==> src/sv/assert_macros.svh <==
// assertion macros for the minifloat unit
`ifndef ASSERT_MACROS_SVH
`define ASSERT_MACROS_SVH

// implication checked on every rising clock edge outside reset
`define ASSERT_IMPL(label, clk, rst_n, ante, cons, msg) \
	label: assert property (@(posedge clk) disable iff (!rst_n) (ante) |-> (cons)) \
		else $error(msg);

// next-cycle implication checked outside reset
`define ASSERT_NEXT(label, clk, rst_n, ante, cons, msg) \
	label: assert property (@(posedge clk) disable iff (!rst_n) (ante) |=> (cons)) \
		else $error(msg);

`endif

==> src/sv/mfau_pkg.sv <==
// shared types and constants for the minifloat add / multiply unit
package mfau_pkg;
	localparam int EXP_BITS  = 5;
	localparam int FRAC_BITS = 6;
	localparam int GUARD     = 3;
	localparam int WORD_BITS = 1 + EXP_BITS + FRAC_BITS;
	localparam int SIGN_POS  = EXP_BITS + FRAC_BITS;
	localparam int BIAS      = (1 << (EXP_BITS - 1)) - 1;
	localparam int EXP_MAX   = (1 << EXP_BITS) - 2;
	localparam int MANT_BITS = FRAC_BITS + 1;
	localparam int SUM_BITS  = MANT_BITS + GUARD + 1;
	localparam int EW        = EXP_BITS + 3;

	typedef enum logic {
		OP_ADD = 1'b0,
		OP_MUL = 1'b1
	} op_t;

	typedef enum logic [1:0] {
		ST_NORMAL    = 2'd0,
		ST_OVERFLOW  = 2'd1,
		ST_UNDERFLOW = 2'd2
	} status_t;

	typedef struct packed {
		logic [WORD_BITS-1:0] result;
		status_t              status;
	} res_t;
endpackage

==> src/sv/mfau_core.sv <==
// combinational add / multiply datapath for one request
module mfau_core
	import mfau_pkg::*;
(
	input  op_t                  opcode,
	input  logic [WORD_BITS-1:0] operand_a,
	input  logic [WORD_BITS-1:0] operand_b,
	output res_t                 res
);

	logic [EXP_BITS-1:0]    ea, eb;
	logic                   sa, sb;
	logic [SIGN_POS-1:0]    maga, magb, big, sml;
	logic                   sbig;
	logic [2*MANT_BITS-1:0] prod;
	logic [EXP_BITS-1:0]    ebig, esmall, d;
	logic [SUM_BITS-1:0]    ma, mb, mbs, sum;
	logic [3:0]             p;
	logic signed [EW-1:0]   e_mul, e_add;
	logic [FRAC_BITS-1:0]   f_mul, f_add;

	function automatic res_t pack_res(logic s, logic signed [EW-1:0] e,
			logic [FRAC_BITS-1:0] f);
		res_t r;
		if (e > EW'(EXP_MAX)) begin
			r.result = '1;
			r.status = ST_OVERFLOW;
		end else if (e < EW'(1)) begin
			r.result = '0;
			r.status = ST_UNDERFLOW;
		end else begin
			r.result = {s, e[EXP_BITS-1:0], f};
			r.status = ST_NORMAL;
		end
		return r;
	endfunction

	always_comb begin
		ea = operand_a[SIGN_POS-1:FRAC_BITS];
		eb = operand_b[SIGN_POS-1:FRAC_BITS];
		sa = operand_a[SIGN_POS];
		sb = operand_b[SIGN_POS];
		maga = operand_a[SIGN_POS-1:0];
		magb = operand_b[SIGN_POS-1:0];
		// multiply path
		prod = {1'b1, operand_a[FRAC_BITS-1:0]} * {1'b1, operand_b[FRAC_BITS-1:0]};
		e_mul = EW'(ea) + EW'(eb) - EW'(BIAS) + EW'(prod[2*MANT_BITS-1]);
		f_mul = prod[2*MANT_BITS-1] ? prod[2*MANT_BITS-2 -: FRAC_BITS]
			: prod[2*MANT_BITS-3 -: FRAC_BITS];
		// add path
		if (maga >= magb) begin
			big = maga; sml = magb; sbig = sa;
		end else begin
			big = magb; sml = maga; sbig = sb;
		end
		ebig = big[SIGN_POS-1:FRAC_BITS];
		esmall = sml[SIGN_POS-1:FRAC_BITS];
		d = ebig - esmall;
		ma = {1'b0, 1'b1, big[FRAC_BITS-1:0], {GUARD{1'b0}}};
		mb = {1'b0, 1'b1, sml[FRAC_BITS-1:0], {GUARD{1'b0}}};
		mbs = mb >> d;
		if ((mbs << d) != mb)
			mbs[0] = 1'b1;
		sum = (sa == sb) ? ma + mbs : ma - mbs;
		p = '0;
		for (int i = 0; i < SUM_BITS; i++)
			if (sum[i])
				p = 4'(i);
		e_add = EW'(ebig) + EW'(p) - EW'(FRAC_BITS + GUARD);
		f_add = FRAC_BITS'((SUM_BITS+FRAC_BITS)'(sum) << FRAC_BITS >> p);
		// select
		if (ea == '1 || eb == '1)
			res = '{result: '1, status: ST_OVERFLOW};
		else if (opcode == OP_MUL) begin
			if (ea == '0 || eb == '0)
				res = '{result: '0, status: ST_NORMAL};
			else
				res = pack_res(sa ^ sb, e_mul, f_mul);
		end else if (ea == '0 && eb == '0)
			res = '{result: '0, status: ST_NORMAL};
		else if (ea == '0)
			res = '{result: operand_b, status: ST_NORMAL};
		else if (eb == '0)
			res = '{result: operand_a, status: ST_NORMAL};
		else if (sum == '0)
			res = '{result: '0, status: ST_NORMAL};
		else
			res = pack_res(sbig, e_add, f_add);
	end

endmodule

==> src/sv/minifloat_add_multiply_unit.sv <==
// top level of the minifloat add / multiply unit
// an accepted request's result is captured in the output register and presented in the next cycle
// throughput: one request per cycle while the output is not stalled, set by the single datapath pass in mfau_core
// a full output register is freed in the same cycle it is taken
// reset: arst_n clears the output valid flag asynchronously
`include "assert_macros.svh"
module minifloat_add_multiply_unit
	import mfau_pkg::*;
(
	input  logic        clk,
	input  logic        arst_n,
	input  logic        s_tvalid,
	output logic        s_tready,
	input  logic [31:0] s_tdata,  // operand_a, operand_b, zero fill
	input  logic        s_tuser,  // opcode
	output logic        m_tvalid,
	input  logic        m_tready,
	output logic [15:0] m_tdata   // result, status, zero fill
);

	res_t res;
	res_t res_q;
	logic valid_q;

	mfau_core u_core (
		.opcode   (op_t'(s_tuser)),
		.operand_a(s_tdata[WORD_BITS-1:0]),
		.operand_b(s_tdata[2*WORD_BITS-1:WORD_BITS]),
		.res      (res)
	);

	assign s_tready = !valid_q || m_tready;

	always_ff @(posedge clk or negedge arst_n) begin
		if (!arst_n)
			valid_q <= 1'b0;
		else if (s_tready)
			valid_q <= s_tvalid;
	end

	always_ff @(posedge clk) begin
		if (s_tvalid && s_tready)
			res_q <= res;
	end

	assign m_tvalid = valid_q;
	assign m_tdata  = {2'b00, res_q.status, res_q.result};

	`ASSERT_NEXT(a_req_to_out, clk, arst_n, s_tvalid && s_tready, m_tvalid, "request lost")
	`ASSERT_IMPL(a_stall, clk, arst_n, m_tvalid && !m_tready, !s_tready, "overwrite on stall")
	`ASSERT_IMPL(a_ovf_ones, clk, arst_n, m_tvalid && res_q.status == ST_OVERFLOW,
		res_q.result == '1, "overflow not all ones")
	`ASSERT_IMPL(a_unf_zero, clk, arst_n, m_tvalid && res_q.status == ST_UNDERFLOW,
		res_q.result == '0, "underflow not zero")

endmodule

==> config.mk <==
export PLATFORM = sky130hd
export DESIGN_NAME = minifloat_add_multiply_unit
export DESIGN_NICKNAME = d
export VERILOG_FILES = /design/src/sv/mfau_pkg.sv /design/src/sv/mfau_core.sv /design/src/sv/minifloat_add_multiply_unit.sv
export VERILOG_INCLUDE_DIRS = /design/src /design/src/sv
export SDC_FILE = /design/constraint.sdc
export NUM_CORES = 1
export LEC_CHECK = 0
export ABC_AREA = 1
export BUFFER_PORTS_ARGS = -buffer_cell sky130_fd_sc_hd__buf_2
export CAP_MARGIN = 30
export CORE_ASPECT_RATIO = 0.8
export CORE_MARGIN = 1.5
export CORE_UTILIZATION = 44
export DETAILED_ROUTE_END_ITERATION = 6
export SYNTH_ARGS = -nofsm -noshare
export SYNTH_HDL_FRONTEND = slang
export SYNTH_SLANG_ARGS = --single-unit
==> constraint.sdc <==
create_clock -name clk -period 2.1 [get_ports clk]
set_input_delay 0.21 -clock clk [delete_from_list [all_inputs] [get_ports clk]]
set_output_delay 0.21 -clock clk [all_outputs]
set_load 0.05 [all_outputs]
=== After elaboration in Yosys (flattened, before gate mapping) ===
Index checks and enable logic that the tools add are counted.
W data, S select, Z words.

* Register bits after elaboration: 15
* Bits of input ports: 37
* Logic and storage cells: 60
* Output and inout port bits: 18

* Bitwise operators: 1
* Magnitude comparators: 5
* Reductions and logical operators: 9
* Eq/ne operators: 4
* Shifts and indexed selects: 3
* $mul: 1
* Multiplexer cells: 26
* Add/sub/neg operators: 8

{| class="wikitable"
|+ Operators with widths
! kind !! number
|-
| $mux W14 || 10
|-
| $mux W11 || 3
|-
| $shr A17 B4 Y6 || 1
|-
| $gt A8 B6 Y1 const B || 2
|-
| $lt A8 B2 Y1 const B || 2
|-
| $sub A8 B4 Y8 const B || 2
|-
| $mul A7 B7 Y14 || 1
|-
| $mux W3 || 4
|-
| $mux W4 || 3
|-
| $add A10 B11 Y11 || 1
|-
| $ge A11 B11 Y1 || 1
|-
| $logic_not A11 Y1 || 1
|-
| $ne A11 B10 Y1 || 1
|-
| $shl A11 B5 Y11 || 1
|-
| $shr A10 B5 Y11 || 1
|-
| $sub A10 B11 Y11 || 1
|-
| $eq A5 B5 Y1 const B || 2
|-
| $logic_not A5 Y1 || 2
|-
| $add A8 B1 Y8 || 1
|-
| $add A5 B4 Y6 || 1
|-
| $add A5 B5 Y6 || 1
|-
| $mux W6 || 1
|-
| $sub A5 B5 Y5 || 1
|-
| $mux W2 || 2
|-
| other kinds (6) || 11
|}

=== Longest topological paths before layout ===
Gate-level depths: netlist of the first run.

* Depth in word-level cells: 29
* Mapped depth: 67
* Mapped depth without buffers: 64

=== Hierarchy ===
A second synthesis of the first run with hierarchy kept.

* Cells, all modules: 954
* Area total of the unflattened synthesis: 5,855.6 sq um

{| class="wikitable"
|+ By module, submodules not included
! module !! sequential area each (sq um) !! instances !! cells each !! area each (sq um)
|-
| mfau_core || 0.0 || 1 || 931 || 5,371.4
|-
| minifloat_add_multiply_unit || 445.4 || 1 || 23 || 484.2
|}

=== Least setup slack after synthesis of the first run ===
Ideal clock, no wire load.

* Path type: input to register
* Start point: input s_tdata[0]
* End point: register res_q, in the netlist m_tdata[9], data pin
* Stages on the path: 56
* Arrival time: 7.202 ns
* Buffers on the path: 5
* Setup slack: -5.382 ns
* Setup time: 0.280 ns
* Data required time: 1.820 ns
* Path through: clkbuf_1 inv_1 ha_1 inv_1 nor2_1 nand2_1 nor2_4 nor2_8 nand3_4 buf_6 nand2_2 nand3_2 ha_1 clkbuf_1 clkinv_1 clkbuf_1 nand3_1 nand2_1 [... 20 more ...] inv_1 buf_2 nand2_4 inv_1 ha_1 fa_1 inv_1 ha_1 a21oi_1 nor2_1 o21ai_0 nand3b_1 o21ai_0 nor2_2 o21ai_1 o211ai_1 o211ai_1 o211ai_1

* Cells in the longest elaborated chain, start to end: 29
* Elaborated cells between the ends (all ways): 40
* Classes of those cells: add/sub: 6; mul: 1; order compare: 5; eq/ne: 1; shift: 2; mux: 24; reduce/logical: 1

{| class="wikitable"
|+ RTL lines
! item !! RTL line !! source
|-
| start: declaration || minifloat_add_multiply_unit.sv:14 || <nowiki>input logic [31:0] s_tdata,</nowiki>
|-
| $ge A11 B11 Y1 || mfau_core.sv:51 || <nowiki>if (maga >= magb) begin</nowiki>
|-
| $mux W11 || mfau_core.sv:51 ||
|-
| $sub A5 B5 Y5 || mfau_core.sv:58 || <nowiki>d = ebig - esmall;</nowiki>
|-
| $shr A10 B5 Y11 || mfau_core.sv:61 || <nowiki>mbs = mb >> d;</nowiki>
|-
| $shl A11 B5 Y11 || mfau_core.sv:62 || <nowiki>if ((mbs << d) != mb)</nowiki>
|-
| $ne A11 B10 Y1 || mfau_core.sv:62 ||
|-
| $mux W1 || mfau_core.sv:62 ||
|-
| $sub A10 B11 Y11 or $add A10 B11 Y11 (tied branches) || mfau_core.sv:64 || <nowiki>sum = (sa == sb) ? ma + mbs : ma - mbs;</nowiki>
|-
| [... 13 more ...] || -- ||
|-
| $lt A8 B2 Y1 || mfau_core.sv:28 || <nowiki>end else if (e < EW'(1)) begin</nowiki>
|-
| $mux W14 || mfau_core.sv:28 ||
|-
| $mux W14 || mfau_core.sv:25 || <nowiki>if (e > EW'(EXP_MAX)) begin</nowiki>
|-
| $mux W14 || mfau_core.sv:85 || <nowiki>else if (sum == '0)</nowiki>
|-
| $mux W14 || mfau_core.sv:83 || <nowiki>else if (eb == '0)</nowiki>
|-
| $mux W14 || mfau_core.sv:81 || <nowiki>else if (ea == '0)</nowiki>
|-
| $mux W14 || mfau_core.sv:79 || <nowiki>end else if (ea == '0 && eb == '0)</nowiki>
|-
| $mux W14 (*) || mfau_core.sv:74 || <nowiki>else if (opcode == OP_MUL) begin</nowiki>
|-
| end signal: assignment || minifloat_add_multiply_unit.sv:43 || <nowiki>res_q <= res;</nowiki>
|-
| end: declaration || minifloat_add_multiply_unit.sv:22 || <nowiki>res_t res_q;</nowiki>
|}

Every way passes the cells marked *; elsewhere a longest branch is shown, timed or not.
A chain may end at the register's enable or synchronous reset.

=== Worst setup path after layout of the first run ===
* Start point: input s_tdata[15]
* End point: register res_q, in the netlist m_tdata[3], data pin

Same word-level chain as after synthesis.

==> metrics.txt, run 1 <==
die height 107 um; worst slew pin tran 0.553 ns; status finished with violations; fmax 147 MHz; combinational share of power 89.5%; crit path max-delay cell type fa_2; Synth area leader nand2_1; final WL 21100 um; synthesized instance count 951; first-pass GRT wire length 34300 um; DP HPWL 16100 um; CP max FO 4; routed vias/inst 5.22; post-synthesis cell area 5920 sq um; clock group share of total power 4.5%; placed cell count 1352; Critical Path End Type register; layout cells sized above 1 40.9%; hold path cells 3; placed cell area 8000 sq um; final setup violation count 14; WP buf/inv 34; RSZ-0062 raised after global routing true; DRT Pass-1 Iters 6; Initial Util 45.5%; post-route ant nets 0; reg2reg path depth 2; layout overhead on the synthesized area 54.9%; Sequential Area 445 sq um; Fill cells 1092; YS warnings 0; failing checks setup timing; Routed wire per std cell 15.0 um; vias in the first global route 6888; cell family with most CP delay buffers and inverters; Worst EP required 2.10 ns; # nets final 1372; largest net degree at the start of global routing 21; Core Region 13000 sq um; die width 133 um; NetSw 0.00413 W; FP Rows 37; endpoints failing hold 0; CTS Buffer Depth 2; total congestion overflow 0; root buffer cell clkbuf_16; # diodes 0; Post-synth EDFFs 14; clk slew on worst S/H paths 0.05 ns; synthesized area per cell 6.23 sq um; worst skew pair latency 0.24 ns; Overall Power 0.00819 W; register area share after synthesis 7.52%; area of the multi-input gates 5510 sq um; slowest stage delay, CP 0.45 ns; initial drt markers 496; DRC viols 0; Sw Share 50.4%; die area 14200 sq um; synth cell count leaders nand2_1, inv_1, nand3_1, ha_1, a21oi_1; Synth top area share 17.5%; part of the power in registers 6.0%; Fin Clk Skew 0.00121 ns; Final Non-Filler Cells 1410; logic depth of the worst path, buffers included 56; Relative slew margins 62.7%; post-route cell area 9170 sq um; pwr dens 893 nW/um^2; Total GRT Usage 29.7%; CP dominant cell by count buf_4; Pleak 5.00 nW; worst hold path class in2reg; Internal 0.00406 W; top cells by area, synth nand2_1, ha_1, nand3_1; peak supply drop 0.676 mV; io pins 55; asr flop ratio synth 6.67%; H-Tree Depth 1; vias 7358; total CTS buffers 3; clock tree sinks 15; Main synth FF type edfxtp_1; final slew viol count 0; critical path launch point type input port; Setup CP Type in2reg; #FFs+latches synth 15; Final WS setup -4.69 ns; gpl congestion 0.960; CTS tree yes; post-layout minimum cycle time 6.79 ns; Yosys cell types 51; Port Buf Inserts 44; Max-cap violations 0; most frequent cell after synthesis nand2_1; CP arrival 6.78 ns; initial antenna violation count 0; period utilization 323%
cell families after synthesis:
logic type / Yosys count / share of synthesized area, %
and+or+nand+nor: 515 / 40.6
DFF: 15 / 7.52
xor gates and xnor gates: 23 / 3.40
buffers and inverters: 179 / 12.4
other: 1 / 0.0633
AOI/OAI and AO/OA: 119 / 11.8
adders and majority gates: 99 / 24.2
worst paths after layout:
path                            slack, ns   startpoint    endpoint
worst min register to register       0.53     m_tvalid    m_tvalid
max in group asynchronous            1.75       arst_n    m_tvalid
worst max register to register       0.98     m_tvalid  m_tdata[3]
worst min-delay path                 0.17     s_tvalid    m_tvalid
worst max-delay path                -4.69  s_tdata[15]  m_tdata[3]
min in group asynchronous            0.27       arst_n    m_tvalid
worst reg2reg max path: stages (launching register included):
cell and delay, ns:
dfrtp_1 0.39, a21oi_1 0.17, buf_4 0.25
final cells by class:
| type | count | area share, % |
|---|---|---|
| Clock buffer | 4 | 0.859 |
| Inverter | 151 | 6.59 |
| Sequential cell | 15 | 4.86 |
| Multi-Input combinational cell | 760 | 60.1 |
| Tap cell | 175 | 2.39 |
| Timing Repair Buffer | 305 | 25.3 |
power by group through the flow:
stage / clock (W) / combinational (W) / sequential [W]
6_report: 0.000370 / 0.00733 / 0.000492
5_1_grt: 0.000398 / 0.00805 / 0.000498
3_5_place_dp: 0 / 0.00628 / 0.000496
2_1_floorplan: 0 / 0.00361 / 0.000784
4_1_cts: 0.000375 / 0.00673 / 0.000492
3_3_place_gp: 0 / 0.00625 / 0.000497
cells in the final DEF (no fill, tap or decap), drive strengths merged, types with 2 or more instances in the layout:
cell type	n
buf	304
nand2	302
inv	150
nand3	120
ha	73
nor2	56
a21oi	54
o21ai	32
fa	26
nand4	21
edfxtp	14
xnor2	13
o211ai	12
xor2	10
a21o	7
nor3	7
or2	4
a31oi	4
clkbuf	4
o21bai	3
and2	2
nor4	2
conb	2
flip-flops by register name, summed over array words and instances (netlist names):
register,flops
m_tvalid,1
m_tdata,14
stage by stage:
stage / utilization (%) / worst slack, ns / hold WS (ns) / TNS, ns
2_1_floorplan: - / -4.49 / -0.0856 / -61.20
3_3_place_gp: 61.5 / -4.80 / -0.0130 / -65.95
3_5_place_dp: 61.5 / -4.92 / -0.0126 / -67.39
4_1_cts: 67.4 / -4.23 / 0.177 / -57.97
5_1_grt: 70.5 / -4.96 / 0.180 / -68.14
6_report: 70.5 / -4.69 / 0.173 / -64.59
what timing repair did:
| item | in CTS | in global routing |
|---|---|---|
| cloned | 2 | 0 |
| pin swaps | 70 | 76 |
| setup endpoints to repair | 14 | 14 |
| setup buffers | 44 | 10 |
| hold endpoints to repair | 1 | 0 |
| hold buffers | 1 | 0 |
| gates resized for setup | 94 | 83 |
layer usage:
layer	track usage, %	vias up	wire length, um
met4	4.87	0	352
met1	44.0	3419	10100
met3	2.65	30	1330
met2	47.3	257	9320
met5	0	-	0
li1	-	3652	-
No activity file was read; power rests on OpenSTA's default activity.
==> inputs of run 2 (changes only) <==
CELL_PAD_IN_SITES_DETAIL_PLACEMENT = 1   (was default)
CELL_PAD_IN_SITES_GLOBAL_PLACEMENT = 1   (was default)
CORE_UTILIZATION = 40   (was 44)
PLACE_DENSITY_LB_ADDON = 0.1   (was default)
clock period = 6.05 ns   (was 2.1 ns; I/O delays follow)
==> run 2 against run 1 <==
Global-route usage rose by 6.9 points. Setup slack improved by 3.0 ns. Count of clock-buffer cells in the layout did not move. Cell count fell by 0.35%. Utilization fell by 6.4 points. Via count rose by 16%. Sequential share of layout area barely moved. The run still ends with setup timing left. Die area rose by 9.7%. Sequential cell count did not move. Combinational power fell by 57%. Non-clock buffer count fell by 13. Hold slack got worse by 0.046 ns.
==> metrics.txt, run 2 (synthesis results as in run 1) <==
Critical Path End Type register; status finished with violations; final setup violation count 14; Pleak 4.96 nW; CP dominant cell by count nand2_1; critical path launch point type input port; Largest register FFs 14; Setup CP Type in2reg; Hold WS 0.127 ns; worst slew pin tran 0.717 ns; commonest non-fill, non-tap cell in the layout buf_4; fmax 129 MHz; worst hold path class in2async; Relative slew margins 52.0%; initial antenna violation count 1; Routed wire per std cell 24.8 um; # nets final 1358; clk slew on worst S/H paths 0.05 ns; die height 112 um; pwr dens 375 nW/um^2; failing checks setup timing; routed vias/inst 6.09; peak supply drop 0.291 mV; Fill cells 1840; root buffer cell clkbuf_16; endpoints failing hold 0; Worst EP required 6.05 ns; # diodes 0; vias in the first global route 8577; gpl congestion 0.917; placed cell area 7910 sq um; DP HPWL 19300 um; final WL 34800 um; CTS tree yes; Sequential Area 445 sq um; H-Tree Depth 1; period utilization 128%; Util after Layout 64.1%; worst skew pair latency 0.25 ns; Max-cap violations 0; Final WS setup -1.70 ns; FP Rows 39; io pins 55; total CTS buffers 3; post-route ant nets 0; DRT Pass-1 Iters 5; CP arrival 7.75 ns; Total GRT Usage 36.5%; Port Buf Inserts 44; area of the multi-input gates 5590 sq um; Overall Power 0.00345 W; CTS Buffer Depth 2; layout overhead on the synthesized area 55.4%; largest net degree at the start of global routing 21; first-pass GRT wire length 45600 um; final slew viol count 0; Fin Clk Skew 0.00165 ns; post-route cell area 9200 sq um; post-layout minimum cycle time 7.75 ns; slowest stage delay, CP 0.39 ns; initial drt markers 711; DRC viols 0; commonest cells after routing, fill and taps aside buf_4, nand2_1, inv_1, nand3_1, nand2_2; clock tree sinks 15; vias 8556; Initial Util 41.3%; die area 15500 sq um; Core Region 14300 sq um; CP max FO 5; layout cells sized above 1 41.9%; RSZ-0062 raised after global routing true; crit path max-delay cell type fa_2; die width 139 um; total congestion overflow 0
## run 2: cell count changes in the layout (fill, tap and decap cells not counted), moves of 5 or more
cell     previous run  this run
nand3_2            28        21
ha_4               14        19
ha_1               59        52
nand2_2            46        57
buf_4             243       229
nand3_1            84        93
buf_6              25        18
nand2_1           231       222
## run 2: stage by stage
stage / setup TNS (ns) / instances / worst slack, ns
after global placement: -15.96 / 1347 / -1.33
after floorplan: -11.43 / 952 / -0.938
final: -22.31 / 1405 / -1.70
after detailed placement: -20.10 / 1347 / -1.64
after CTS: -11.18 / 1389 / -0.915
after global routing: -25.40 / 1405 / -1.98
## run 2: what timing repair did
action                     in CTS  in global routing
pin swaps                      88                 55
cloned                          1                  0
gates resized for setup       133                 64
buffers inserted               38                 16
setup endpoints to repair      14                 14
hold buffers                    0                  0
## run 2: worst paths after layout
kind	start	endpoint	slack [ns]	cells past startpoint
worst max register to register	m_tvalid	m_tdata[4]	4.91	2
worst min-delay path	arst_n	m_tvalid	0.13	1
max in group asynchronous	arst_n	m_tvalid	5.83	1
worst min register to register	m_tvalid	m_tvalid	0.59	2
min in group clk	m_tvalid	m_tvalid	0.59	2
worst max-delay path	s_tdata[22]	m_tdata[4]	-1.70	60
## run 2: critical path: cells and delay by family
kind	cells	cell delay, ns
AOI/OAI and AO/OA	5	0.70
buffers and inverters	11	0.95
and+or+nand+nor	37	3.77
xor gates and xnor gates	2	0.40
adders and majority gates	5	1.29
## run 2: cell type report
cell class                 instances  share of cell area, %
tap                              184                   2.50
inverter                         151                   6.51
timing repair inverter             1                  0.177
sequential                        15                   4.84
timing repair buffer             292                   24.3
multi-input combinational        758                   60.8
clock buffer                       4                  0.857
## run 2: report_power, final
group / internal, W / switching, W
logic: 0.00132 / 0.00183
clock network: 0.0000895 / 0.0000436
registers: 0.000164 / 0.0000107
total: 0.00157 / 0.00188
## run 2: layer usage
metal	track usage (%)	up-vias	part of all wire, %
met3	3.78	243	7.2
met4	13.5	2	7.8
met1	45.5	4142	37
met5	0	-	0.032
li1	-	3622	-
met2	65.2	547	48
==> inputs of run 3 (changes only) <==
ABC_AREA = default   (was 1)
CORE_UTILIZATION = 42   (was 40)
==> run 3 against run 2 <==
The flow now stops in 5_1_grt. Synthesized cell count down 12%. Synthesized area up 2.8%.
==> metrics.txt, run 3 <==
status aborted with a tool error; Fail Step 5_1_grt; First Err [ERROR GRT-0232] Routing congestion too high. Check the congestion heatmap in the GUI.; die height 111 um; root buffer cell clkbuf_16; Post-Synth Adder-Cell Area 23.6%; Port Buf Inserts 44; XOR/XNOR Fraction of Synth Area 3.89%; Worst End Pin Type register data pin; synth cell count leaders nor2_1, nand2_1, a21oi_1, ha_1, inv_1; Main synth FF type edfxtp_1; DP Worst Slack -2.73 ns; total congestion overflow 103; total CTS buffers 3; io pins 55; most frequent cell after synthesis nor2_1; synthesized instance count 835; mux contribution to synthesized area 4.21%; largest family of logic cells by synthesized area compound AO/OA/AOI/OAI gates; synthesized area per cell 7.29 sq um; clock tree sinks 15; Yosys cell types 96; # hold bufs at CTS 0; largest net degree at the start of global routing 22; #FFs+latches synth 15; initial antenna violation count 10; register area share after synthesis 7.32%; FP Rows 39; post-GRT worst EP m_tdata[6]$_SDFFCE_PP1P_/D; Initial Util 42.9%; gpl congestion 0.987; Total GRT Usage 80.9%; post-synthesis cell area 6090 sq um; Synth top area share 15.0%; die width 138 um; YS warnings 0; top cells by area, synth ha_1, fa_1, edfxtp_1; H-Tree Depth 1; Post-synth EDFFs 14; Synth area leader ha_1; DP HPWL 23600 um; Synth Area in Simple Gates 24.5%; asr flop ratio synth 6.67%; CTS Buffer Depth 2; post-synthesis compound-gate area fraction 29.6%
==> run 3: cell count changes after synthesis, moves of 13 or more <==
| cell | delta |
|---|---|
| mux2i_1 | +20 |
| o21ai_0 | +29 |
| nand4_1 | -13 |
| nand3_1 | -90 |
| inv_1 | -76 |
| nand2_2 | -19 |
| nand2_1 | -193 |
| a21oi_1 | +21 |
| and2_1 | +15 |
| nor2_1 | +45 |
==> run 3: through the flow <==
| step | hold WS, ns | cell area, sq um | std cells | TNS (ns) |
|---|---|---|---|---|
| 3_3_place_gp | 0.380 | 8530 | 1284 | -29.37 |
| 4_1_cts | 0.128 | 9400 | 1324 | -26.99 |
| 3_5_place_dp | 0.386 | 8530 | 1284 | -36.48 |
| 2_1_floorplan | 0.309 | 6420 | 836 | -29.42 |
==> run 3: timing repair <==
| item | 4_1_cts |
|---|---|
| pin swaps | 57 |
| resized for setup | 113 |
| buffers inserted | 36 |
| endpoints found under the setup margin | 14 |
| hold endpoints to repair | 0 |
==> run 3: cell families after synthesis <==
logic type / Yosys count
simple gates: 300
other cells: 1
compound gates: 267
flops: 15
fa+ha+maj: 99
mux: 24
xor+xnor: 27
buf+inv: 102
==> run 3: layer usage <==
layer,GRT usage (%),overflow
met1,82.9,0
met3,70.4,0
met5,21.2,0
met4,79.8,42
met2,92.5,61
==> inputs of run 4 (changes only) <==
CELL_PAD_IN_SITES_DETAIL_PLACEMENT = default   (was 1)
CELL_PAD_IN_SITES_GLOBAL_PLACEMENT = default   (was 1)
CORE_ASPECT_RATIO = default   (was 0.8)
CORE_UTILIZATION = 29   (was 42)
PLACE_DENSITY_LB_ADDON = 0.15   (was 0.1)
clock period = 7.9 ns   (was 6.05 ns; I/O delays follow)
==> run 4 against run 3 <==
The flow now finishes, with violations (setup timing). Synthesized area is the same. Synthesized cell count unchanged.
==> metrics.txt, run 4 <==
peak supply drop 0.133 mV; CP arrival 8.16 ns; layout cells sized above 1 38.0%; Synth area leader ha_1; fmax 122 MHz; CTS Buffer Depth 2; DP HPWL 18600 um; CP dominant cell by count ha_4; Final WS setup -0.266 ns; commonest non-fill, non-tap cell in the layout buf_4; Core Region 20400 sq um; slowest stage delay, CP 0.46 ns; commonest cells after routing, fill and taps aside buf_4, nor2_1, nand2_1, ha_1, a21oi_1; Critical Path End Type register; Worst EP required 7.89 ns; Post-synth EDFFs 14; total congestion overflow 0; worst hold path class in2async; Relative slew margins 47.3%; CTS tree yes; placed cell area 8330 sq um; largest net degree at the start of global routing 21; XOR/XNOR Fraction of Synth Area 3.89%; total CTS buffers 3; # nets final 1229; busiest grt layer met2; Hold WS 0.311 ns; failing checks setup timing; initial drt markers 428; worst skew pair latency 0.25 ns; routed vias/inst 5.20; final setup violation count 12; reg2reg setup slack 6.53 ns; Max-cap violations 0; DRT Pass-1 Iters 5; gpl congestion 0.881; Post-Synth Adder-Cell Area 23.6%; Util after Layout 44.8%; period utilization 103%; synthesized instance count 835; root buffer cell clkbuf_16; Port Buf Inserts 44; Setup CP Type in2reg; post-synthesis cell area 6090 sq um; most frequent cell after synthesis nor2_1; Synth top area share 15.0%; largest family of logic cells by synthesized area compound AO/OA/AOI/OAI gates; die area 21900 sq um; die width 148 um; crit path max-delay cell type fa_2; Yosys cell types 96; clk slew on worst S/H paths 0.05 ns; FP Rows 52; final slew viol count 0; status finished with violations; GR Layer Usage met1 28.4%; layout overhead on the synthesized area 50.2%; vias 7085; Synth Area in Simple Gates 24.5%; final WL 23200 um; #FFs+latches synth 15; YS warnings 0; Largest register FFs 14; Main synth FF type edfxtp_1; routing usage on met3 1.36%; initial antenna violation count 0; critical path launch point type input port; vias in the first global route 7052; # diodes 0; post-synthesis compound-gate area fraction 29.6%; Routed wire per std cell 17.0 um; endpoints failing hold 0; pwr dens 266 nW/um^2; post-route ant nets 0; CP max FO 7; io pins 55; Fin Clk Skew 0.00241 ns; mux contribution to synthesized area 4.21%; Pleak 4.18 nW; first-pass GRT wire length 37300 um; post-layout minimum cycle time 8.17 ns; Initial Util 29.8%; GRT met2 Usage 36.3%; DRC viols 0; worst slew pin tran 0.771 ns; synth cell count leaders nor2_1, nand2_1, a21oi_1, ha_1, inv_1; H-Tree Depth 1; post-route cell area 9140 sq um; top cells by area, synth ha_1, fa_1, edfxtp_1; synthesized area per cell 7.29 sq um; register area share after synthesis 7.32%; asr flop ratio synth 6.67%; clock tree sinks 15; die height 148 um; Total GRT Usage 21.2%; RSZ-0062 raised after global routing true
==> run 4: cell counts after synthesis <==
No cell type changed its count.
==> run 4: cell families after synthesis <==
| group | count (synthesis) |
|---|---|
| muxes | 24 |
| buffers and inverters | 102 |
| DFF | 15 |
| AOI/OAI and AO/OA | 267 |
| xor gates and xnor gates | 27 |
| adders and majority gates | 99 |
| and+or+nand+nor | 300 |
| other | 1 |
==> run 4: what timing repair did <==
action / 4_1_cts / 5_1_grt
hold buffers: 0 / 0
buffers inserted: 21 / 9
endpoints found under the setup margin: 14 / 14
pin swaps: 53 / 25
gates resized for setup: 75 / 38
hold endpoints to repair: 0 / 0
==> run 4: layout make-up <==
class / instances / area [sq um]
repair buffers: 285 / 2160
multi-input cells: 719 / 5840
inverters: 69 / 282
clock buffers: 3 / 75.1
clock inverters: 1 / 5.00
well taps: 270 / 338
flip-flops and latches: 15 / 445
fillers: 2082 / 11300
==> run 4: worst max-delay path: cells and delay by family <==
kind,cells,cell delay (ns)
simple gates,9,1.58
fa+ha+maj,5,1.20
xor+xnor,1,0.20
buf+inv,7,0.64
compound gates,19,3.70
==> run 4: power breakdown <==
part           switching [W]  total [W]  leakage [nW]  internal [W]
Sequential        0.00000413   0.000131         0.145      0.000126
Clock              0.0000309  0.0000985        0.0409     0.0000676
Combinational        0.00114    0.00220          3.99       0.00106
==> run 4: metrics by stage <==
step / TNS, ns / total power [W] / instances / setup slack [ns]
2_1_floorplan: -6.11 / 0.00131 / 836 / -0.643
6_report: -2.22 / 0.00243 / 1362 / -0.266
4_1_cts: -1.80 / 0.00230 / 1354 / -0.229
3_5_place_dp: -10.86 / 0.00204 / 1329 / -0.894
3_3_place_gp: -9.94 / 0.00204 / 1329 / -0.844
5_1_grt: -6.40 / 0.00264 / 1362 / -0.571
==> run 4: worst paths after layout <==
kind / cells past startpoint / from / end
max: 41 / s_tdata[19] / m_tdata[2]
min: 1 / arst_n / m_tvalid
max reg2reg: 2 / m_tvalid / m_tdata[7]
min reg2reg: 2 / m_tvalid / m_tvalid
max in group asynchronous: 1 / arst_n / m_tvalid
min in group clk: 2 / m_tvalid / m_tvalid
==> run 4: layer usage <==
metal | up-vias | routed length (um)
li1 | 3550 | -
met1 | 3308 | 10700
met2 | 189 | 10700
met3 | 38 | 978
met4 | 0 | 790
met5 | - | 0
